**src/design/cvc_ram.sv**
```systemverilog
// Generic single-port-write, single-port-read RAM with registered read data.
`default_nettype none
module cvc_ram #(
  parameter int WIDTH = 8,
  parameter int DEPTH = 256
) (
  input  wire logic                     clk,
  input  wire logic                     we,
  input  wire logic [$clog2(DEPTH)-1:0] waddr,
  input  wire logic [WIDTH-1:0]         wdata,
  input  wire logic [$clog2(DEPTH)-1:0] raddr,
  output logic      [WIDTH-1:0]         rdata
);
  logic [WIDTH-1:0] mem [DEPTH];

  always_ff @(posedge clk) begin
    if (we) mem[waddr] <= wdata;
    rdata <= mem[raddr];
  end
endmodule
`default_nettype wire

```
**config.mk**
```make
export PLATFORM = sky130hd
export DESIGN_NAME = cvc_ram
export DESIGN_NICKNAME = d
export VERILOG_FILES = /design/src/design/cvc_ram.sv
export SDC_FILE = /design/constraint.sdc
export NUM_CORES = 2
export LEC_CHECK = 0
export BUFFER_PORTS_ARGS = -buffer_cell sky130_fd_sc_hd__buf_2
export CAP_MARGIN = 30
export CORE_UTILIZATION = 35
export CTS_CLUSTER_DIAMETER = 150
export DETAILED_ROUTE_END_ITERATION = 6
export GPL_TIMING_DRIVEN = 0
export SLEW_MARGIN = 20
export SYNTH_ARGS = -nofsm -noshare
export SYNTH_HDL_FRONTEND = slang
export SYNTH_SLANG_ARGS = --single-unit
```
**constraint.sdc**
```tcl
create_clock -name clk -period 2.4 [get_ports clk]
set_input_delay 0.48 -clock clk [delete_from_list [all_inputs] [get_ports clk]]
set_output_delay 0.48 -clock clk [all_outputs]
set_load 0.1 [all_outputs]
```
# --- Yosys cells after proc, flatten, opt, wreduce, memory -nomap -nowiden ---
# Memory sizes are Yosys's and may differ from the RTL's. A register that Yosys moved wholly into a read port is not among the register bits.
# Index checks and enable logic that the tools add are counted.
# Widths: inputs -> output; s select.
word_totals:
  in_bits: 26
  latch_bits: 0
  output_inout_bits: 8
  regBits: 0
  mem_bits_ro: 0
  mem_bits_rw: 2048
  mem_count: 1
classes:
  order_cmp: 0
  bitwise_logic: 0
  mul: 0
  shifts: 0
  n_div: 0
  reduce_logical: 0
  mux: 2
  add_sub_neg: 0
  eq_ne: 0
memory_table:
  columns: ["memory", "words", "width", "rd", "rd_clocked_by_memory_dff", "write_ports", "line_no", "source"]
  rows:
  - ["mem", 256, 8, 1, 1, 1, "14", "logic [WIDTH-1:0] mem [DEPTH];"]
ops:
  columns: ["op", "count"]
  rows:
  - ["$mux 1", 2]

# --- Logic depth before layout (Yosys ltp) ---
logic_depth:
  ltp_word: 2
  ltp_mapped: 11
  mapped_depth_nobuf: 6

# --- Worst setup path after synthesis ---
# OpenSTA, ideal clock, no wires.
synth_timing:
  kind: "input to register"
  from: "input port raddr[0]"
  to: "register rdata[2] (read register of mem)"
  cell_stages: 9
  arrival_ns: 2.287
  t_required_ns: 2.269
  slack_ns: -0.018
  setup_time_ns: 0.131
  path_cell_list: "buf_6 buf_12 buf_8 buf_2 mux4_2 a22oi_1 a21oi_1 nor4_1 nor4_2"
synth_lines:
  columns: ["item", "line_no", "source"]
  rows:
  - ["from (decl)", "11", "input wire logic [$clog2(DEPTH)-1:0] raddr,"]
  - ["to (decl)", "12", "output logic [WIDTH-1:0] rdata"]

# --- Final worst setup path ---
layout_timing:
  from: "input port waddr[5]"
  to: "memory mem[228][4] (enable)"
layout_lines:
  columns: ["item", "line_no", "source"]
  rows:
  - ["from (decl)", "9", "input wire logic [$clog2(DEPTH)-1:0] waddr,"]
  - ["to (decl)", "14", null]
# Straight into the memory's write port.

==> impl_metrics.tcl <==
set metrics [dict create \
    synthAdderAreaFrac_pct 0 \
    synth-seq-area-share_pct 77.50 \
    fmaxAchievable_mhz 383.2 \
    fp.dieH_um 478.8 \
    ys_ff_latch 2056 \
    synthMuxAreaShare_pct 14.62 \
    cts_sinks 2056 \
    ctsRootBufferMaster "clkbuf_16" \
    wl_um 242700 \
    die_w_um 478.8 \
    syn_area_per_cell_um2 21.31 \
    swShare_pct 22.73 \
    viasPerCell 5.758 \
    p_comb_share_pct 6.6 \
    fin_ws_ps -209.3 \
    max_slew_margin_pct 26.99 \
    top_usage_layer "met2" \
    dieArea_um2 229200 \
    grt_pass1_vias 41065 \
    critPathCaptureType "flop" \
    ys_async_sr_fraction_pct 0 \
    slew_viol_final 0 \
    seqPwrFrac_pct 52.5 \
    setup_viol 316 \
    drc 0 \
    drt_pass1_iterations 5 \
    pwr-share-clk_pct 40.9 \
    clkLatencyLatePin_ps 840 \
    crit_type "in -> reg" \
    routed-via-count 41513 \
    ys_types 55 \
    grt_start_max_net_pins 129 \
    synth-compound-area-share_pct 3.419 \
    grt_use_met1_pct 28.41 \
    dp.cells 6818 \
    drive_gt1_share_pct 31.39 \
    netlist_area_um2 79560 \
    drv_cap 0 \
    final_cells 7210 \
    drt_iter0_drc 6058 \
    antenna_found_initial 15 \
    hp-class "in -> reg" \
    final_nets 4077 \
    synth-xor-area-share_pct 0 \
    syn_nets 3759 \
    cp.required_ps 2860 \
    leakage_uw 0.02863 \
    drtAntennaViolNets 0 \
    gp_congestion 0.9375 \
    cts_tree "done" \
    dp_hpwl_um 166300 \
    ir_drop_mv 0.5651 \
    rows 174 \
    intPower_uw 58330 \
    finalCritPeriodShare_pct 108.7 \
    outcome "finished with violations" \
    routedWlPerCell_um 33.66 \
    power_uw 75490 \
    grt_overflow 0 \
    hold_ws_ps 50.18 \
    use_met3_pct 5.233 \
    numPortBuffers 26 \
    initial_core_util_pct 35.31 \
    powerDensity_nw_per_um2 806.1 \
    design.core.area_um2 225300 \
    rsz0062_at_grt "true" \
    cts_made_buffers 204 \
    violations "setup timing" \
    synth_flop_cell "edfxtp_1" \
    p_switching_uw 17160 \
    worstMarginPinSlew_ps 1095 \
    yosys.area_share.simple_pct 2.628 \
    synth_top_family_by_area "multiplexers" \
    fin_crit_ps 2609 \
    path_max_fanout 10 \
    cts.clk_slew.worst_paths_ps 60 \
    hold_viol 0 \
    grtUsageTotal_pct 21.07 \
    cts_buffer_depth 3 \
    ios 34 \
    met2_usage_pct 32.36 \
    syn2layout_area_growth_pct 17.71 \
    clock-skew-final_ps 37.00 \
    synth-edff-count 2048 \
    synthCells 3733 \
    worstPathArrival_ps 3070 \
    grt_pass1_wl_um 334200 \
    htree_levels 4 \
    ys_warn_count 0 \
    startpoint_type "input port" \
]
[worst max-delay path: stages]
cell and delay, ps:
buf_2 210, nor2b_1 580, nand3_1 650, clkbuf_1 560, nor2_2 580
[cells by family (layout without fill, tap and decap cells)]
logic type | after synthesis | in the layout
AOI/OAI and AO/OA | 385 | 385
buffers and inverters | 235 | 713
DFF | 2056 | 2056
muxes | 591 | 591
other | 0 | 7
and+or+nand+nor | 466 | 466
[path summary, 6_finish.rpt]
check | from | to | slack, ps | cells past startpoint
max | waddr[5] | mem[228][4]$_DFFE_PP_ | -210 | 5
min | wdata[7] | mem[57][7]$_DFFE_PP_ | 50 | 1
max reg2reg | mem[27][5]$_DFFE_PP_ | rdata[5]$_DFF_P_ | -50 | 6
min reg2reg | mem[33][5]$_DFFE_PP_ | rdata[5]$_DFF_P_ | 1270 | 6
[layout by cell type, fill, tap and decap left out, types with 34 or more instances in the layout]
cell / n
buf_6: 35
nor2_2: 121
clkbuf_16: 205
buf_8: 34
mux2i_1: 133
a21oi_1: 79
buf_12: 38
edfxtp_1: 2048
clkbuf_2: 54
buf_16: 35
buf_4: 57
a22oi_1: 123
clkinv_1: 46
clkbuf_1: 73
mux4_2: 455
nor2_1: 137
[flip-flops by register name, summed over array words and instances (netlist names)]
signal and count:
rdata 8, mem 2048
[per-layer routing]
metal / part of all wire (%) / vias up
met5: 0.0054 / -
met4: 4.8 / 2
met3: 10 / 446
met2: 46 / 2405
met1: 39 / 22283
li1: - / 16377
[synth_stat cells, types with 10 or more instances]
master,count,area (um2)
nand2_1,33,123.9
buf_8,13,195.2
buf_4,27,202.7
nand4_1,10,62.56
a22oi_1,133,998.5
nand3_1,34,170.2
buf_2,31,155.2
buf_6,21,236.5
o221ai_1,46,402.9
a211oi_1,16,120.1
buf_1,22,82.58
a221oi_1,13,113.9
edfxtp_1,2048,61500
clkbuf_1,111,416.7
mux2i_1,134,1341
nor3_1,22,110.1
o211ai_1,10,75.07
a21oi_1,96,480.5
nor2b_1,31,193.9
mux4_2,454,10220
o21ai_0,10,50.05
nor4_1,24,150.1
o22ai_1,28,175.2
nor2_1,282,1059
[stage by stage]
stage	cell area, um2	TNS (ps)	util, %	worst slack [ps]
after CTS	93150	-342.3	41.34	-153.9
after global placement	83450	-7311710	37.03	-3381
final	93650	-29300	41.56	-209.3
after global routing	93640	-2976	41.56	-52.69
after detailed placement	84870	-1736400	37.66	-2306
after floorplan	79580	0	-	0.4141
[final cells by class]
type | count | area (um2)
inverter | 2 | 8.758
sequential | 2056 | 61660
antenna | 7 | 17.52
fill | 19436 | 131700
clock buffer | 250 | 5299
tap | 2992 | 3744
multi-input combinational | 1442 | 17970
timing repair buffer | 115 | 1643
buffer | 230 | 2220
clock inverter | 116 | 1089
[power by group through the flow]
stage / clock, uW / sequential [uW] / combinational, uW
after global routing: 32500 / 39600 / 5070
after CTS: 31200 / 39600 / 4840
after floorplan: 0 / 40600 / 1930
after global placement: 0 / 40500 / 4220
final: 30900 / 39600 / 4980
after detailed placement: 0 / 40400 / 4470
[what timing repair did]
item | 4_1_cts | 5_1_grt
pin swaps | 30 | 19
endpoints found under the setup margin | 931 | 808
hold buffers | 2 | 0
hold endpoints to repair | 25 | 0
gates resized for setup | 467 | 108
buffers inserted | 13 | 0
Power figures use the tool's default switching activity.
