### src/design/cvc_pkg.sv
// Shared types and constants of the capsule voxel collision unit.
`default_nettype none
package cvc_pkg;

  localparam int CHUNK_SIZE_DEF = 32;
  localparam int FRAC_BITS_DEF  = 8;
  localparam int NORM_ONE       = 16384;

  typedef enum logic [1:0] {
    OP_WRITE = 2'd0,
    OP_FLAG  = 2'd1,
    OP_QUERY = 2'd2,
    OP_NONE  = 2'd3
  } op_t;

  typedef struct packed {
    logic [1:0]   operation;
    logic [4:0]   voxel_x;
    logic [4:0]   voxel_y;
    logic [4:0]   voxel_z;
    logic [7:0]   block_type;
    logic         decorative;
    logic signed [15:0] center_x;
    logic signed [15:0] center_y;
    logic signed [15:0] center_z;
    logic [10:0]  radius;
    logic [11:0]  capsule_height;
  } in_item_t;

  typedef struct packed {
    logic               hit;
    logic signed [15:0] normal_x;
    logic signed [15:0] normal_y;
    logic signed [15:0] normal_z;
  } out_item_t;

  // Request to the normal unit.
  typedef struct packed {
    logic               start;
    logic signed [19:0] px;
    logic signed [19:0] py;
    logic signed [19:0] pz;
    logic [39:0]        dsq;
  } norm_req_t;

  typedef struct packed {
    logic               done;
    logic signed [15:0] nx;
    logic signed [15:0] ny;
    logic signed [15:0] nz;
  } norm_rsp_t;

endpackage
`default_nettype wire

### src/design/cvc_norm.sv
// Normal unit: bit-serial square root, then three bit-serial divisions.
`default_nettype none
module cvc_norm (
  input  wire logic clk,
  input  wire logic rst_n,
  input  wire cvc_pkg::norm_req_t req,
  output cvc_pkg::norm_rsp_t      rsp
);
  import cvc_pkg::*;

  typedef enum logic [3:0] {
    N_IDLE = 4'b0001,
    N_SQRT = 4'b0010,
    N_DIV  = 4'b0100,
    N_DONE = 4'b1000
  } nst_t;

  nst_t state_r, state_nxt;
  // Root of dsq * 2^32: radicand 72 bits, root 36 bits.
  logic [71:0] rad_r, rad_nxt;
  logic [37:0] rem_r, rem_nxt;
  logic [35:0] root_r, root_nxt;
  logic [5:0]  cnt_r, cnt_nxt;
  logic [1:0]  comp_r, comp_nxt;
  // Division of mag*2^30 + d/2 by d; quotient kept up to 15 bits plus overflow.
  logic [50:0] dnum_r, dnum_nxt;
  logic [36:0] drem_r, drem_nxt;
  logic [15:0] quo_r, quo_nxt;
  logic signed [19:0] p_r [3];
  logic signed [15:0] n_r [3];
  logic signed [15:0] n_nxt [3];

  logic [37:0] trial;
  logic [36:0] dshift;
  logic [19:0] mag;
  logic [50:0] numer;
  logic [15:0] qclamp;

  always_comb begin
    state_nxt = state_r;
    rad_nxt   = rad_r;
    rem_nxt   = rem_r;
    root_nxt  = root_r;
    cnt_nxt   = cnt_r;
    comp_nxt  = comp_r;
    dnum_nxt  = dnum_r;
    drem_nxt  = drem_r;
    quo_nxt   = quo_r;
    n_nxt     = n_r;
    trial     = '0;
    dshift    = '0;
    mag       = p_r[comp_r] < 0 ? 20'(-p_r[comp_r]) : 20'(p_r[comp_r]);
    numer     = {mag, 30'd0} + 51'(root_r[35:1]);
    qclamp    = '0;
    case (state_r)
      N_IDLE: begin
        if (req.start) begin
          rad_nxt   = {req.dsq[39:0], 32'd0};
          rem_nxt   = '0;
          root_nxt  = '0;
          cnt_nxt   = 6'd36;
          state_nxt = N_SQRT;
        end
      end
      N_SQRT: begin
        rem_nxt = {rem_r[35:0], rad_r[71:70]};
        trial   = {root_r, 2'b01};
        rad_nxt = {rad_r[69:0], 2'b00};
        if (rem_nxt >= trial) begin
          rem_nxt  = rem_nxt - trial;
          root_nxt = {root_r[34:0], 1'b1};
        end else begin
          root_nxt = {root_r[34:0], 1'b0};
        end
        cnt_nxt = cnt_r - 6'd1;
        if (cnt_r == 6'd1) begin
          comp_nxt  = 2'd0;
          cnt_nxt   = 6'd51;
          drem_nxt  = '0;
          quo_nxt   = '0;
          state_nxt = N_DIV;
        end
      end
      N_DIV: begin
        if (cnt_r == 6'd51) begin
          dnum_nxt = numer;
          drem_nxt = '0;
          quo_nxt  = '0;
          cnt_nxt  = 6'd50;
        end else begin
          dshift   = {drem_r[35:0], dnum_r[50]};
          dnum_nxt = {dnum_r[49:0], 1'b0};
          if (dshift >= {1'b0, root_r}) begin
            drem_nxt = dshift - {1'b0, root_r};
            quo_nxt  = (quo_r[15] ? quo_r : {quo_r[14:0], 1'b1});
          end else begin
            drem_nxt = dshift;
            quo_nxt  = (quo_r[15] ? quo_r : {quo_r[14:0], 1'b0});
          end
          // Saturate once the quotient already exceeds the clamp bound.
          if (quo_r > 16'(NORM_ONE)) quo_nxt = 16'h8000;
          if (cnt_r == 6'd0) begin
            // The last quotient bit is the one just formed above.
            qclamp = quo_nxt > 16'(NORM_ONE) ? 16'(NORM_ONE) : quo_nxt;
            n_nxt[comp_r] = p_r[comp_r] < 0 ? -$signed(qclamp) : $signed(qclamp);
            cnt_nxt = 6'd51;
            if (comp_r == 2'd2) state_nxt = N_DONE;
            else comp_nxt = comp_r + 2'd1;
          end else begin
            cnt_nxt = cnt_r - 6'd1;
          end
        end
      end
      N_DONE: state_nxt = N_IDLE;
      default: state_nxt = N_IDLE;
    endcase
  end

  always_ff @(posedge clk) begin
    if (!rst_n) state_r <= N_IDLE;
    else state_r <= state_nxt;
    rad_r  <= rad_nxt;
    rem_r  <= rem_nxt;
    root_r <= root_nxt;
    cnt_r  <= cnt_nxt;
    comp_r <= comp_nxt;
    dnum_r <= dnum_nxt;
    drem_r <= drem_nxt;
    quo_r  <= quo_nxt;
    n_r    <= n_nxt;
    if (state_r == N_IDLE && req.start) begin
      p_r[0] <= req.px;
      p_r[1] <= req.py;
      p_r[2] <= req.pz;
    end
  end

  assign rsp = '{done: state_r == N_DONE, nx: n_r[0], ny: n_r[1], nz: n_r[2]};

`ifndef NO_ASSERTIONS
  a_done_pulse: assert property (@(posedge clk) disable iff (!rst_n)
    rsp.done |=> !rsp.done) else $error("normal done held");
  a_cnt_sqrt: assert property (@(posedge clk) disable iff (!rst_n)
    state_r == N_SQRT |-> cnt_r != 6'd0) else $error("sqrt count underflow");
  a_comp: assert property (@(posedge clk) disable iff (!rst_n)
    state_r == N_DIV |-> comp_r != 2'd3) else $error("bad component");
`endif
endmodule
`default_nettype wire

### config.mk
export PLATFORM = sky130hd
export DESIGN_NAME = cvc_norm
export DESIGN_NICKNAME = d
export VERILOG_FILES = /design/src/design/cvc_pkg.sv /design/src/design/cvc_norm.sv
export SDC_FILE = /design/constraint.sdc
export NUM_CORES = 1
export LEC_CHECK = 0
export BUFFER_PORTS_ARGS = -buffer_cell sky130_fd_sc_hd__buf_2
export CAP_MARGIN = 25
export CELL_PAD_IN_SITES_DETAIL_PLACEMENT = 2
export CELL_PAD_IN_SITES_GLOBAL_PLACEMENT = 2
export CORE_AREA = 10 10 245 200
export CTS_CLUSTER_SIZE = 25
export DETAILED_ROUTE_END_ITERATION = 8
export DIE_AREA = 0 0 255 210
export PLACE_DENSITY = 0.92
export SLEW_MARGIN = 20
export SYNTH_ARGS = -nofsm -noshare
export SYNTH_HDL_FRONTEND = slang
export SYNTH_SLANG_ARGS = --single-unit
### constraint.sdc
create_clock -name clk -period 13 [get_ports clk]
set_clock_uncertainty 0.1 [all_clocks]
set_input_delay 0.65 -clock clk [delete_from_list [all_inputs] [get_ports clk]]
set_output_delay 0.65 -clock clk [all_outputs]
set_load 0.03 [all_outputs]
Yosys cells after proc, flatten, opt, wreduce, memory -nomap -nowiden
Memory sizes are Yosys's and may differ from the RTL's. A register that Yosys moved wholly into a read port is not among the register bits.
Index checks and enable logic that the tools add are counted.
{ "op_classes": {"addsub": 7, "order_cmp": 7, "n_eq_ne": 13, "muxes": 47, "bitwise": 2, "reduce_logical": 12} }
{ "op_table": {"columns": ["op", "count"], "rows": [
  ["36-bit two-way mux", 6],
  ["36-bit case mux with 2 select lines", 3],
  ["16-bit two-way mux", 11],
  ["72-bit case mux with 2 select lines", 1],
  ["72-bit two-way mux", 1],
  ["36-bit subtractor", 2],
  ["50-bit by 35-bit adder with 51-bit output", 1],
  ["51-bit two-way mux", 1],
  ["48-bit bitwise mux", 1],
  ["38-bit >= comparator", 1],
  ["37-bit by 36-bit >= comparator with 1-bit output", 1],
  ["16-bit demux with 2-bit select", 1],
  ["16-bit by 15-bit greater-than comparator with 1-bit output, second input constant", 2],
  ["16-bit case mux with 2 select lines", 1],
  ["6-bit two-way mux", 4],
  ["20-bit by 1-bit less-than comparator with 1-bit output, second input constant", 1],
  ["20-bit two-way mux", 1],
  ["4-bit two-way mux", 5],
  ["20-bit negator", 1],
  ["6-bit case mux with 3 select lines", 1],
  ["16-bit negator", 1],
  ["2-bit != test, second input constant", 6],
  ["4-bit case mux with 3 select lines", 1],
  ["2-bit two-way mux", 5],
  ["other kinds (22)", 29]
]} }
{ "word_totals": {"ff_bits": 307, "mem_bits_rw": 60, "input_bits": 103, "out_inout_bits": 49, "wordCells": 102, "n_memories": 1} }
{ "mem_list": {"columns": ["name", "depth", "width", "rd", "rd_clocked_by_memory_dff", "write_ports", "line", "source"], "rows": [
  ["p_r", 3, 20, 1, 1, 3, "cvc_norm.sv:29", "logic signed [19:0] p_r [3];"]
]} }

Logic depth before layout (Yosys ltp)
Gate-level depths: netlist (run 1).
{ "logic_depth": {"ltp_word": 10, "mapped_depth": 20, "ltp_nobuf": 18} }

Worst setup path after synthesis (run 1)
OpenSTA, ideal clock, no wires.
{ "synth_timing": {"path_type": "reg-to-reg", "startpoint": "register state_r[1]", "endpoint": "register rad_r[32], enable pin", "setup_ns": 0.475, "arrival_time_ns": 4.023, "required_time_ns": 12.425, "path_slack_ns": 8.402, "path_stages_with_launch": 7, "path_buffers": 4, "period_less_slack_ns": 4.598, "cell_sequence": "dfxtp_1 > clkbuf_1 > or4b_2 > clkbuf_1 > clkbuf_1 > clkbuf_1 > nand2_1"} }
{ "synth_via": {"elab_chain_len": 3} }
{ "synth_rtl": {"columns": ["item", "line", "source"], "rows": [
  ["start, declared", "cvc_norm.sv:18", "nst_t state_r, state_nxt;"],
  ["start signal, assigned", "cvc_norm.sv:121", "else state_r <= state_nxt;"],
  ["4-bit by 1-bit equality test with 1-bit output or 4-bit by 2-bit equality test with 1-bit output (tied branches)", "cvc_norm.sv:55", "case (state_r)"],
  ["2-bit != test (no source line) or 2-bit nonzero test (tied branches)", null, null],
  ["2-bit AND reduction (no source line) *", null, null],
  ["end signal, assigned", "cvc_norm.sv:122", "rad_r <= rad_nxt;"],
  ["end, declared", "cvc_norm.sv:20", "logic [71:0] rad_r, rad_nxt;"]
]} }
Mark *: on every way between the ends. The rest lies on a longest branch, timed or not.
A chain may end at the register's enable or synchronous reset.

Final worst setup path (run 1)
{ "layout_timing": {"startpoint": "register drem_r[15]", "endpoint": "register n_r, in the netlist rsp[30], data pin"} }
{ "layout_via": {"elab_chain_len": 10} }
{ "layout_rtl": {"columns": ["item", "line", "source"], "rows": [
  ["start, declared", "cvc_norm.sv:27", "logic [36:0] drem_r, drem_nxt;"],
  ["start signal, assigned", "cvc_norm.sv:128", "drem_r <= drem_nxt;"],
  ["37-bit by 36-bit >= comparator with 1-bit output *", "cvc_norm.sv:93", "if (dshift >= {1'b0, root_r}) begin"],
  ["16-bit two-way mux *", "cvc_norm.sv:93", null],
  ["16-bit two-way mux *", "cvc_norm.sv:101", "if (quo_r > 16'(NORM_ONE)) quo_nxt = 16'h8000;"],
  ["16-bit two-way mux *", "cvc_norm.sv:85", "if (cnt_r == 6'd51) begin"],
  ["16-bit two-way mux *", "cvc_norm.sv:55", null],
  ["16-bit by 15-bit greater-than comparator with 1-bit output", "cvc_norm.sv:104", "qclamp = quo_nxt > 16'(NORM_ONE) ? 16'(NORM_ONE) : quo_nxt;"],
  ["16-bit two-way mux *", "cvc_norm.sv:104", null],
  ["16-bit negator", "cvc_norm.sv:105", "n_nxt[comp_r] = p_r[comp_r] < 0 ? -$signed(qclamp) : $signed(qclamp);"],
  ["16-bit two-way mux *", "cvc_norm.sv:105", null],
  ["48-bit bitwise mux *", "cvc_norm.sv:105", null],
  ["end signal, assigned", "cvc_norm.sv:130", "n_r <= n_nxt;"],
  ["end, declared", "cvc_norm.sv:30", "logic signed [15:0] n_r [3];"]
]} }
Mark *: on every way between the ends. The rest lies on a longest branch, timed or not. The select of a mux whose other input is x is not followed.

==> impl_results.md, run 1 <==
- Worst EP required: around 13 ns
- Final setup slack of the worst path: 7.96 ns
- Filler cell count: around 4.5k
- GR Util met1: slightly above 30%
- Mean routed wirelength per cell: a little under 30 um
- R2r setup slk: slightly below 8 ns
- GR Util met2: 45.2%
- Number of enable-type register cells in the synthesized netlist: 331
- Non-filler instance count after layout: between 2k and 2.5k
- First-pass iteration count of the detailed router: 7
- Fraction of final layout cells with drive strength greater than 1: around 14%
- Cell class contributing the biggest share of worst-path delay: compound AO/OA/AOI/OAI gates
- Total of cells resized after clock tree synthesis: 0
- Endpoint type of the worst setup path: register
- Peak ir drop on the vdd network: around 0.11 mV
- Number of buffers inserted by post-CTS setup repair: 0
- Hold slack: approximately 0.14 ns
- Die outline area: roughly 0.054 sq mm
- Worst R2R End: rsp[30]
- CP Buf/Inv Count: 0
- Slew Limit Fails: 0
- Commonest cells after routing, fill and taps aside: 331 x sky130_fd_sc_hd__edfxtp_1, 289 x sky130_fd_sc_hd__nand2_1, 166 x sky130_fd_sc_hd__nor2_1
- Number of global-route vias before repair: 17.0k
- Netlist area before placement: about 0.019 sq mm
- Result of the run: finished, final reports clean
- Mapped Cells: about 1.8k
- Slowest stage cell, crit path: sky130_fd_sc_hd__a221oi_1
- Starting density of the core: 42.5%
- Floorplan die height: 210 um
- Worst reg2reg path startpoint: drem_r[15]
- Number of hold buffers added after cts: 0
- Final TNS setup: 0 ns
- Most frequent standard cell in the layout excluding fill and tap cells: sky130_fd_sc_hd__edfxtp_1
- Crit. path cell count: 16
- Dpl ws: a little over 8 ns
- Worst hold stages: 1
- Clock tree from TritonCTS: yes
- Tot Pwr: between 0.002 and 0.003 W
- Rel. slew slack: 14.0%
- Vias per Instance: ~6.1
- Setup repair after global routing missed its margin: false
- Cell Pwr Density: between 100 and 150 mW/mm^2
- Post-layout net count: between 2k and 2.5k
- Pin count of the biggest net entering global routing: 96
- Largest driver fanout on the critical path: 6
- Drt initial violations: approximately 1.3k
- Number of endpoints with negative hold slack in the final report: 0
- Worst-case reg-to-reg path depth: 16
- Core Region: 0.0440 sq mm
- Synth async-reset ratio: 0%
- Yosys reg bits: approximately 340
- Prevailing post-synth register cell: sky130_fd_sc_hd__edfxtp_1
- Startpoint of the worst setup timing path: drem_r[15]
- Number of cells in the design after placement: roughly 2.4k
- Number of rows created at floorplan: between 60 and 70
- Yosys warns: 0
- Clock slew at reported path FFs: ~0.070 ns
- Transition time at the pin with the least slew margin: 1.26 ns
- Distinct cells, synth: 80
- Sequential share of the synthesized area: 53.7%
- Arrival time worst endpoint: about 5.2 ns
- Maximum operating frequency: slightly below 200 MHz
- Initial antenna violation count: 2
- Die outline width: 255 um
- Fin crit period: approximately 5 ns
- Crit share post-route: about two fifths
- Layout overhead on the synthesized area: 13.5%
- Clock Sink Count: roughly 340
- I/O pin total: 152
- Number of nets with antenna violations after detailed routing: 0
- H-tree depth: 2
- Number of buffers added by the clock tree synthesis step: 38
- Cells along the critical path: ha_1, a21oi_1, o21ai_0, a31oi_1, o21ai_0, a221oi_1, o221ai_4, nor4_4, a31oi_1, or2_1, ha_1, o21ai_1, a21o_1, nand2_1, a211oi_1, a21oi_1
- Routability cong.: 0.841
- Number of port buffers: 151
- Final setup fails: 0
- Per-instance average area after synthesis: between 10 and 15 sq um
- Standby leakage power: approximately 8.3 nW
- Total Routed Length: between 70,000 and 80,000 um
- End point of the critical path: rsp[30]
- Nets in the synthesized netlist: 1,955
- Slowest stage delay, CP: between 0.6 and 0.7 ns
- Clock root buffer: sky130_fd_sc_hd__clkbuf_16
- DRC violations left: 0
- Global routing usage summed across all routing layers: about a quarter
- HP Class: in2reg
- Most used routing layer in global routing: met2
- Number of buffers on the longest clock path: 3
- Number of max-cap violations: 0
- Critical setup path kind: reg2reg
- Via count: 15.3k
- Type of origin of the critical path: register
- Global route total overflow: 0
- Estimated wirelength of the detail-placed design: between 40,000 and 50,000 um
- Clock latency reported for the late side of the worst-skew pair: between 0.5 and 0.6 ns
- Global routing met3 resource utilization: between 4 and 5%
- Wire length of the first global-routing pass: about 110,000 um
==> report_power, final <==
group	total [W]	switching (W)	internal (W)
sequential	0.00126	0.0000249	0.00124
clock	0.00108	0.000489	0.000590
combinational	0.000443	0.000292	0.000150
total	0.00279	0.000806	0.00198
==> logic make-up after synthesis <==
kind of cell               Yosys count  share of synthesized area, %
and+or+nand+nor                    638                          15.4
muxes                               54                          3.53
buffers and inverters              137                          3.03
xor gates and xnor gates           104                          4.86
adders and majority gates           90                          6.09
AOI/OAI and AO/OA                  402                          13.4
DFF                                337                          53.7
==> cell usage after synthesis, drive strengths merged, types with 5 or more instances <==
| library cell | number | area share (%) |
|---|---|---|
| a211oi | 15 | 0.63 |
| a21boi | 6 | 0.24 |
| a21o | 56 | 2.2 |
| a21oi | 117 | 3.1 |
| a221oi | 6 | 0.28 |
| a31o | 5 | 0.23 |
| a31oi | 16 | 0.61 |
| and2 | 10 | 0.33 |
| and3 | 18 | 0.60 |
| buf | 15 | 0.58 |
| clkbuf | 56 | 1.1 |
| dfxtp | 6 | 0.64 |
| edfxtp | 331 | 53 |
| ha | 88 | 5.9 |
| inv | 66 | 1.3 |
| mux2 | 12 | 0.80 |
| mux2i | 42 | 2.7 |
| nand2 | 293 | 5.9 |
| nand2b | 14 | 0.47 |
| nand3 | 40 | 1.2 |
| nand4 | 18 | 0.68 |
| nor2 | 166 | 3.3 |
| nor2b | 12 | 0.40 |
| nor3 | 27 | 0.75 |
| nor4 | 12 | 0.55 |
| o21a | 13 | 0.52 |
| o21ai | 117 | 3.2 |
| o21bai | 10 | 0.40 |
| o31ai | 7 | 0.28 |
| or2 | 5 | 0.17 |
| or3 | 5 | 0.17 |
| xnor2 | 54 | 2.5 |
| xor2 | 50 | 2.3 |
==> per-layer routing <==
| metal | routed length [um] | up-vias |
|---|---|---|
| met5 | 0 | - |
| met4 | 3880 | 0 |
| met3 | 3890 | 238 |
| met2 | 36300 | 592 |
| met1 | 28600 | 7815 |
| li1 | - | 6650 |
==> through the flow <==
| step | area [sq um] | utilization [%] |
|---|---|---|
| floorplan | 18700 | - |
| global placement | 20000 | 45.5 |
| detailed placement | 20000 | 45.5 |
| CTS | 21200 | 48.1 |
| global route | 21200 | 48.3 |
| finish | 21300 | 48.3 |
==> worst reg2reg max path, delay by kind of cell, from the launching register on <==
kind                     cells  cell delay, ns
adder cells (fa/ha/maj)      2            0.68
flip-flops                   1            0.43
AND/OR/NAND/NOR              3            0.77
AO/OA/AOI/OAI               11            2.78
==> layout make-up <==
| cell class | instances | area, sq um | area share, % |
|---|---|---|---|
| Clock buffer | 48 | 1010 | 4.75 |
| Antenna cell | 2 | 5.00 | 0.0236 |
| Tap cell | 568 | 711 | 3.34 |
| Timing Repair Buffer | 168 | 923 | 4.35 |
| Multi-Input combinational cell | 1288 | 8150 | 38.4 |
| Sequential cell | 337 | 10100 | 47.3 |
| Inverter | 66 | 248 | 1.17 |
| Clock inverter | 19 | 140 | 0.659 |
==> flip-flops by register name (all words and copies together), names as in the netlist, named ones only <==
register  cells
rad_r        40
p_r          60
rsp          48
comp_r        2
cnt_r         6
drem_r       36
dnum_r       51
rem_r        36
quo_r        16
state_r       4
root_r       36
==> worst min path at each step <==
stage | end | startpoint
final | p_r[0][16] | req[96]
after CTS | p_r[2][7] | req[47]
after global routing | p_r[0][16] | req[96]
after global placement | rad_r[66] | rad_r[64]
after detailed placement | rad_r[56] | rad_r[54]
after floorplan | rad_r[34] | rad_r[32]
(Power assumes the default switching activity.)
==> run 2: changes to the inputs <==
--- a/config.mk
+++ b/config.mk
@@ -9,11 +9,11 @@
 export CAP_MARGIN = 25
 export CELL_PAD_IN_SITES_DETAIL_PLACEMENT = 2
 export CELL_PAD_IN_SITES_GLOBAL_PLACEMENT = 2
-export CORE_AREA = 10 10 245 200
+export CORE_AREA = 10 10 253 207
 export CTS_CLUSTER_SIZE = 25
 export DETAILED_ROUTE_END_ITERATION = 8
-export DIE_AREA = 0 0 255 210
-export PLACE_DENSITY = 0.92
+export DIE_AREA = 0 0 263 217
+export PLACE_DENSITY = 0.87
 export SLEW_MARGIN = 20
 export SYNTH_ARGS = -nofsm -noshare
 export SYNTH_HDL_FRONTEND = slang
==> constraint.sdc (replaced) <==
create_clock -name clk -period 5 [get_ports clk]
set_clock_uncertainty 0.1 [all_clocks]
set_input_delay 0.25 -clock clk [delete_from_list [all_inputs] [get_ports clk]]
set_output_delay 0.25 -clock clk [all_outputs]
set_load 0.03 [all_outputs]
==> impl_results.md, run 2 (synthesis results as in run 1) <==
- DRC violations left: 0 (unchanged)
- Clock Sink Count: 337 (unchanged)
- H-tree depth: 2 (unchanged)
- Global routing met3 resource utilization: 5.34% (+0.35 points)
- Routability cong.: 0.855 (+1.7%)
- Global routing usage summed across all routing layers: 27.5% (+1.2 points)
- Number of endpoints with negative hold slack in the final report: 0 (unchanged)
- Internal: 0.00521 W (+160%)
- Tot Pwr: 0.00755 W (+170%)
- Final Core Density: 47.3% (-1.0 points)
- Pin count of the biggest net entering global routing: 96 (unchanged)
- Hold path endpoint: state_r[3]
- Slowest stage cell, crit path: sky130_fd_sc_hd__dfxtp_2
- Area of combinational cells with multiple inputs: 0.00818 sq mm (+0.35%)
- Vias per Instance: 6.09 (-0.55%)
- Floorplan die height: 217 um (+3.3%)
- HP Class: in2reg
- Worst min-delay path startpoint: req[100]
- Hold slack: 0.178 ns (+0.0388 ns)
- Clock latency reported for the late side of the worst-skew pair: 0.63 ns (+0.05 ns)
- Type of origin of the critical path: register
- Final setup fails: 0 (unchanged)
- R2r setup slk: 0.07 ns (-7.89 ns)
- Number of buffers on the longest clock path: 3 (unchanged)
- Clock tree from TritonCTS: yes
- Register share of total power: 43.7% (-1.7 points)
- First-pass iteration count of the detailed router: 5 (-2)
- Critical setup path kind: reg2reg
- Most frequent standard cell in the layout excluding fill and tap cells: sky130_fd_sc_hd__edfxtp_1
- Cells along the critical path: buf_4, nand2_1, o21ai_2, buf_4, nand2_1, o21ai_2, fa_1, a21oi_1, nor2_1, nor2_1, inv_1, a21oi_1, nor4_2, and2_1, nand4_1, xnor2_1, o21ai_1
- Post-layout net count: 2,206 (+5.4%)
- Result of the run: finished, final reports clean
- Final TNS setup: 0 ns (unchanged)
- Standby leakage power: 8.83 nW (+5.9%)
- Core Region: 0.0476 sq mm (+8.0%)
- Most used routing layer in global routing: met2
- Relative contribution of combinational cells to total power: 17.2% (+1.3 points)
- Total Routed Length: 82,000 um (+13%)
- Worst hold stages: 5 (+4)
- Rel. slew slack: 18.4% (+4.4 points)
- Crit share post-route: 98.7% (+60 points)
- I/O pin total: 152 (unchanged)
- Top reg by flops: p_r
- Fin crit period: 4.93 ns (-0.108 ns)
- Commonest cells after routing, fill and taps aside: 331 x sky130_fd_sc_hd__edfxtp_1, 290 x sky130_fd_sc_hd__nand2_1, 166 x sky130_fd_sc_hd__nor2_1
- Initial antenna violation count: 3 (+1)
- Cell Pwr Density: 336 mW/mm^2 (+160%)
- Filler cell count: 4,799 (+6.7%)
- Slowest stage delay, CP: 0.65 ns (+0.02 ns)
- GR Util met2: 48.2% (+3.0 points)
- Via count: 16.3k (+6.5%)
- Mean routed wirelength per cell: 30.7 um (+5.5%)
- Arrival time worst endpoint: 5.12 ns (-0.11 ns)
- Clock slew at reported path FFs: 0.07 ns (about the same)
- Final setup slack of the worst path: 0.0674 ns (-7.89 ns)
- Number of buffers added by the clock tree synthesis step: 40 (+5.3%)
- Number of port buffers: 151 (unchanged)
- Number of flip-flops in the largest register: 60 (unchanged)
- Endpoint type of the worst setup path: register
- Psw: 0.00234 W (+190%)
- Layout overhead on the synthesized area: 20.0%
- Die outline width: 263 um (+3.1%)
- GR Util met1: 31.3% (+0.64 points)
- Drt initial violations: 1,631 (+22%)
- Largest driver fanout on the critical path: 24 (+18)
- Worst R2R End: dnum_r[48]
- Clock root buffer: sky130_fd_sc_hd__clkbuf_16
- Die outline area: 0.0571 sq mm (+6.6%)
- Worst EP required: 5.19 ns (-8.00 ns)
- Combined flip-flop and latch cell area: 0.0101 sq mm (about the same)
- Maximum operating frequency: 203 MHz (+2.2%)
- Estimated wirelength of the detail-placed design: 45,200 um (-3.4%)
- Number of nets with antenna violations after detailed routing: 0 (unchanged)
- Fraction of final layout cells with drive strength greater than 1: 14.5% (+0.18 points)
- Starting density of the core: 39.4% (-3.2 points)
- Number of global-route vias before repair: 18.1k (+6.3%)
- Worst-case reg-to-reg path depth: 17 (+1)
- Number of rows created at floorplan: 72 (+4.3%)
- Global route total overflow: 0 (unchanged)
- Dpl ws: 0.259 ns (-7.89 ns)
- Slew Limit Fails: 0 (unchanged)
- Wire length of the first global-routing pass: 121,000 um (+13%)
- Transition time at the pin with the least slew margin: 1.21 ns (-0.0451 ns)
- Peak ir drop on the vdd network: 0.345 mV (+210%)
- Share of power burned in the clock network: 39.2% (+0.5 points)
- Switching part of the total: 31.0% (+2.1 points)
- Number of max-cap violations: 0 (unchanged)
[run 2: cell types whose count changed in the layout (fill, tap and decap cells not counted), moves of 2 or more]
cell / before / now
sky130_fd_sc_hd__clkinv_2: 5 / 8
sky130_fd_sc_hd__o21ai_0: 96 / 94
sky130_fd_sc_hd__buf_4: 14 / 24
sky130_fd_sc_hd__o21ai_2: 2 / 5
sky130_fd_sc_hd__dlygate4sd3_1: 0 / 102
[run 2: worst max-delay path, delay by kind of cell (launching register included)]
family / cells / cell delay (ns)
and+or+nand+nor: 7 / 1.61
buffers and inverters: 3 / 0.92
AOI/OAI and AO/OA: 5 / 0.70
DFF: 1 / 0.65
adders and majority gates: 1 / 0.35
xor gates and xnor gates: 1 / 0.25
[run 2: how the worst max path moves through the flow]
stage | to | slack [ns] | depth (start not counted)
3_5_place_dp | rsp[12] | 0.26 | 17
2_1_floorplan | rad_r[32] | 0.40 | 6
6_report | dnum_r[48] | 0.07 | 17
3_3_place_gp | rsp[12] | 0.48 | 16
5_1_grt | rsp[44] | -0.04 | 17
4_1_cts | rsp[28] | 0.18 | 17
[run 2: metal layers]
layer / vias up / wire length (um)
li1: 6884 / -
met4: 2 / 4650
met1: 8302 / 30700
met2: 807 / 41400
met5: - / 13
met3: 289 / 5290
[run 2: what timing repair did]
item,CTS,global route
hold buffers,102,0
hold endpoints to repair,104,0
endpoints found under the setup margin,0,23
gates resized for setup,0,7
setup buffers,0,3
[run 2: area by class of cell]
class	count	area share, %
sequential	337	44.8
multi-input combinational	1288	36.4
timing repair buffer	280	8.95
clock buffer	48	4.59
tap	629	3.50
inverter	66	1.10
clock inverter	22	0.696
antenna	2	0.0223
[run 2: through the flow]
stage	cells	cell area, sq um
after detailed placement	2494	20200
after floorplan	1762	18700
after CTS	2666	22400
after global routing	2671	22500
after global placement	2493	20200
final	2672	22500
[run 2: power groups by stage]
stage | clock network (W) | registers (W) | logic (W)
6_report | 0.00296 | 0.00330 | 0.00130
2_1_floorplan | 0 | 0.00332 | 0.000732
3_3_place_gp | 0 | 0.00332 | 0.000978
5_1_grt | 0.00303 | 0.00330 | 0.00137
4_1_cts | 0.00285 | 0.00328 | 0.00118
3_5_place_dp | 0 | 0.00334 | 0.00107
==> run 3: changes to the inputs <==
--- a/config.mk
+++ b/config.mk
@@ -13,7 +13,8 @@
 export CTS_CLUSTER_SIZE = 25
 export DETAILED_ROUTE_END_ITERATION = 8
 export DIE_AREA = 0 0 263 217
-export PLACE_DENSITY = 0.87
+export PLACE_DENSITY = 0.85
+export RECOVER_POWER = 100
 export SLEW_MARGIN = 20
 export SYNTH_ARGS = -nofsm -noshare
 export SYNTH_HDL_FRONTEND = slang
==> constraint.sdc (replaced) <==
create_clock -name clk -period 5 [get_ports clk]
set_clock_uncertainty 0.1 [all_clocks]
set_input_delay 0.25 -clock clk [delete_from_list [all_inputs] [get_ports clk]]
set_output_delay 0.25 -clock clk [all_outputs]
set_load 0.05 [all_outputs]
==> impl_results.md, run 3 (synthesis results as in run 1) <==
- Result of the run: complete, but fails checks
- Violated checks: capacitance limit, slew limit
- Mean routed wirelength per cell: 28.9 um (-6.0%)
- Non-filler instance count after layout: 2,673 (+0.037%)
- Drt initial violations: 1,211 (-26%)
- Cell Pwr Density: 335 mW/mm^2 (-0.19%)
- Number of buffers added by the clock tree synthesis step: 39 (-2.5%)
- Clock slew at reported path FFs: 0.08 ns (about the same)
- Slew Limit Fails: 286 (+286)
- Post-layout net count: 2,207 (+0.045%)
- Final Core Density: 47.0% (-0.26 points)
- Clock tree from TritonCTS: yes
- Number of max-cap violations: 5 (+5)
- Peak ir drop on the vdd network: 0.312 mV (-9.4%)
- HP Class: in2reg
- Pin count of the biggest net entering global routing: 96 (unchanged)
- Fraction of final layout cells with drive strength greater than 1: 9.60% (-4.9 points)
- Endpoint type of the worst setup path: register
- Vias per Instance: 5.93 (-2.7%)
- Number of port buffers: 151 (unchanged)
- Number of endpoints with negative hold slack in the final report: 0 (unchanged)
- Number of buffers on the longest clock path: 3 (unchanged)
- Number of cells in the design after placement: 2,493 (-0.040%)
- First-pass iteration count of the detailed router: 5 (unchanged)
- Maximum operating frequency: 209 MHz (+3.0%)
- Dpl ws: 0.131 ns (-0.128 ns)
- Estimated wirelength of the detail-placed design: 44,800 um (-0.83%)
- Worst EP required: 5.13 ns (-0.06 ns)
- Arrival time worst endpoint: 4.92 ns (-0.20 ns)
- Layout overhead on the synthesized area: 19.4%
- Clock Sink Count: 337 (unchanged)
- H-tree depth: 2 (unchanged)
- Total Routed Length: 77,200 um (-5.9%)
- Rel. slew slack: -36.5% (-55 points)
- Most frequent standard cell in the layout excluding fill and tap cells: sky130_fd_sc_hd__edfxtp_1
- Initial antenna violation count: 2 (-1)
- Transition time at the pin with the least slew margin: 2.05 ns (+0.836 ns)
- Number of rows created at floorplan: 72 (unchanged)
- Die outline width: 263 um (unchanged)
- Critical setup path kind: reg2reg
- Clock latency reported for the late side of the worst-skew pair: 0.60 ns (-0.03 ns)
- Floorplan die height: 217 um (unchanged)
- Slowest stage delay, CP: 0.58 ns (-0.07 ns)
- Commonest cells after routing, fill and taps aside: 331 x sky130_fd_sc_hd__edfxtp_1, 291 x sky130_fd_sc_hd__nand2_1, 166 x sky130_fd_sc_hd__nor2_1
- Number of global-route vias before repair: 17.8k (-1.6%)
- DRC violations left: 0 (unchanged)
- Fin crit period: 4.79 ns (-0.144 ns)
- Cells along the critical path: mux2_2, mux2i_4, ha_1, nand2_1, o21ai_0, ha_1, a21o_1, a21oi_1, o21bai_1, a21oi_1, a211oi_4, nand2_2, nor3b_2, xnor2_1, o21ai_1
- Standby leakage power: 8.63 nW (-2.3%)
- Crit share post-route: 95.8% (-2.9 points)
- Number of flip-flops in the largest register: 60 (unchanged)
- Top reg by flops: p_r
- Clock root buffer: sky130_fd_sc_hd__clkbuf_16
- Routability cong.: 0.883 (+3.2%)
- Global routing usage summed across all routing layers: 26.1% (-1.4 points)
- Final setup slack of the worst path: 0.211 ns (+0.144 ns)
- Starting density of the core: 39.4% (unchanged)
- Final setup fails: 0 (unchanged)
- Wire length of the first global-routing pass: 115,000 um (-4.9%)
- I/O pin total: 152 (unchanged)
- Core Region: 0.0476 sq mm (unchanged)
- Tot Pwr: 0.00750 W (-0.74%)
- Largest driver fanout on the critical path: 6 (-75%)
- Via count: 15.8k (-2.7%)
- Number of nets with antenna violations after detailed routing: 0 (unchanged)
- Type of origin of the critical path: register
- Die outline area: 0.0571 sq mm (unchanged)
- Slowest stage cell, crit path: sky130_fd_sc_hd__dfxtp_1
- Global route total overflow: 0 (unchanged)
run 3: changes by cell type in the layout (fill, tap and decap cells not counted), sizes merged:
| cell | change |
|---|---|
| dlymetal6s2s | +1 |
| inv | -1 |
| bufinv | +2 |
| clkinv | -8 |
| clkbuf | +96 |
| clkinvlp | -1 |
| buf | -88 |
run 3: critical path, delay by kind of cell (launching register included):
family                     cells  cell delay [ns]
and+or+nand+nor                3             0.50
muxes                          2             0.79
adders and majority gates      2             0.75
DFF                            1             0.58
xor gates and xnor gates       1             0.18
AOI/OAI and AO/OA              7             1.51
run 3: layout make-up:
class,instances,area [sq um]
flip-flops and latches,337,10100
multi-input cells,1288,8140
diodes,2,5.00
well taps,629,787
fillers,4881,25200
repair buffers,282,1900
clock inverters,14,153
inverters,66,248
clock buffers,55,1070
run 3: layer usage:
| layer | global-route usage, % | part of all wire (%) | up-vias |
|---|---|---|---|
| met5 | 0 | 0 | - |
| met4 | 14.7 | 6.0 | 0 |
| met3 | 4.56 | 4.8 | 229 |
| met2 | 45.8 | 50 | 596 |
| met1 | 29.9 | 39 | 8134 |
| li1 | - | - | 6890 |
run 3: stage by stage:
| step | setup TNS (ns) | cell area (sq um) | hold slack (ns) |
|---|---|---|---|
| 2_1_floorplan | 0 | 18700 | 0.233 |
| 3_3_place_gp | 0 | 20200 | 0.328 |
| 3_5_place_dp | 0 | 20200 | 0.328 |
| 4_1_cts | 0 | 22400 | 0.0939 |
| 5_1_grt | -0.0376 | 22400 | 0.246 |
| 6_report | 0 | 22400 | 0.211 |
run 3: path summary, 6_finish.rpt:
| kind | endpoint | slack [ns] | startpoint | cells past startpoint |
|---|---|---|---|---|
| min reg2reg | rad_r[68] | 0.43 | rad_r[66] | 2 |
| min | state_r[1] | 0.21 | req[100] | 4 |
| max reg2reg | dnum_r[47] | 0.21 | register | 15 |
| max | dnum_r[47] | 0.21 | register | 15 |
run 3: power by group:
part | switching (W) | internal (W) | total, W
Clock | 0.00132 | 0.00165 | 0.00297
Sequential | 0.0000707 | 0.00323 | 0.00330
Combinational | 0.000782 | 0.000448 | 0.00123
run 3: repair_timing:
item	in CTS	in global routing
hold buffers	102	0
endpoints found under the hold margin	104	0
setup endpoints to repair	0	8
buffers inserted	0	3
resized for setup	0	3
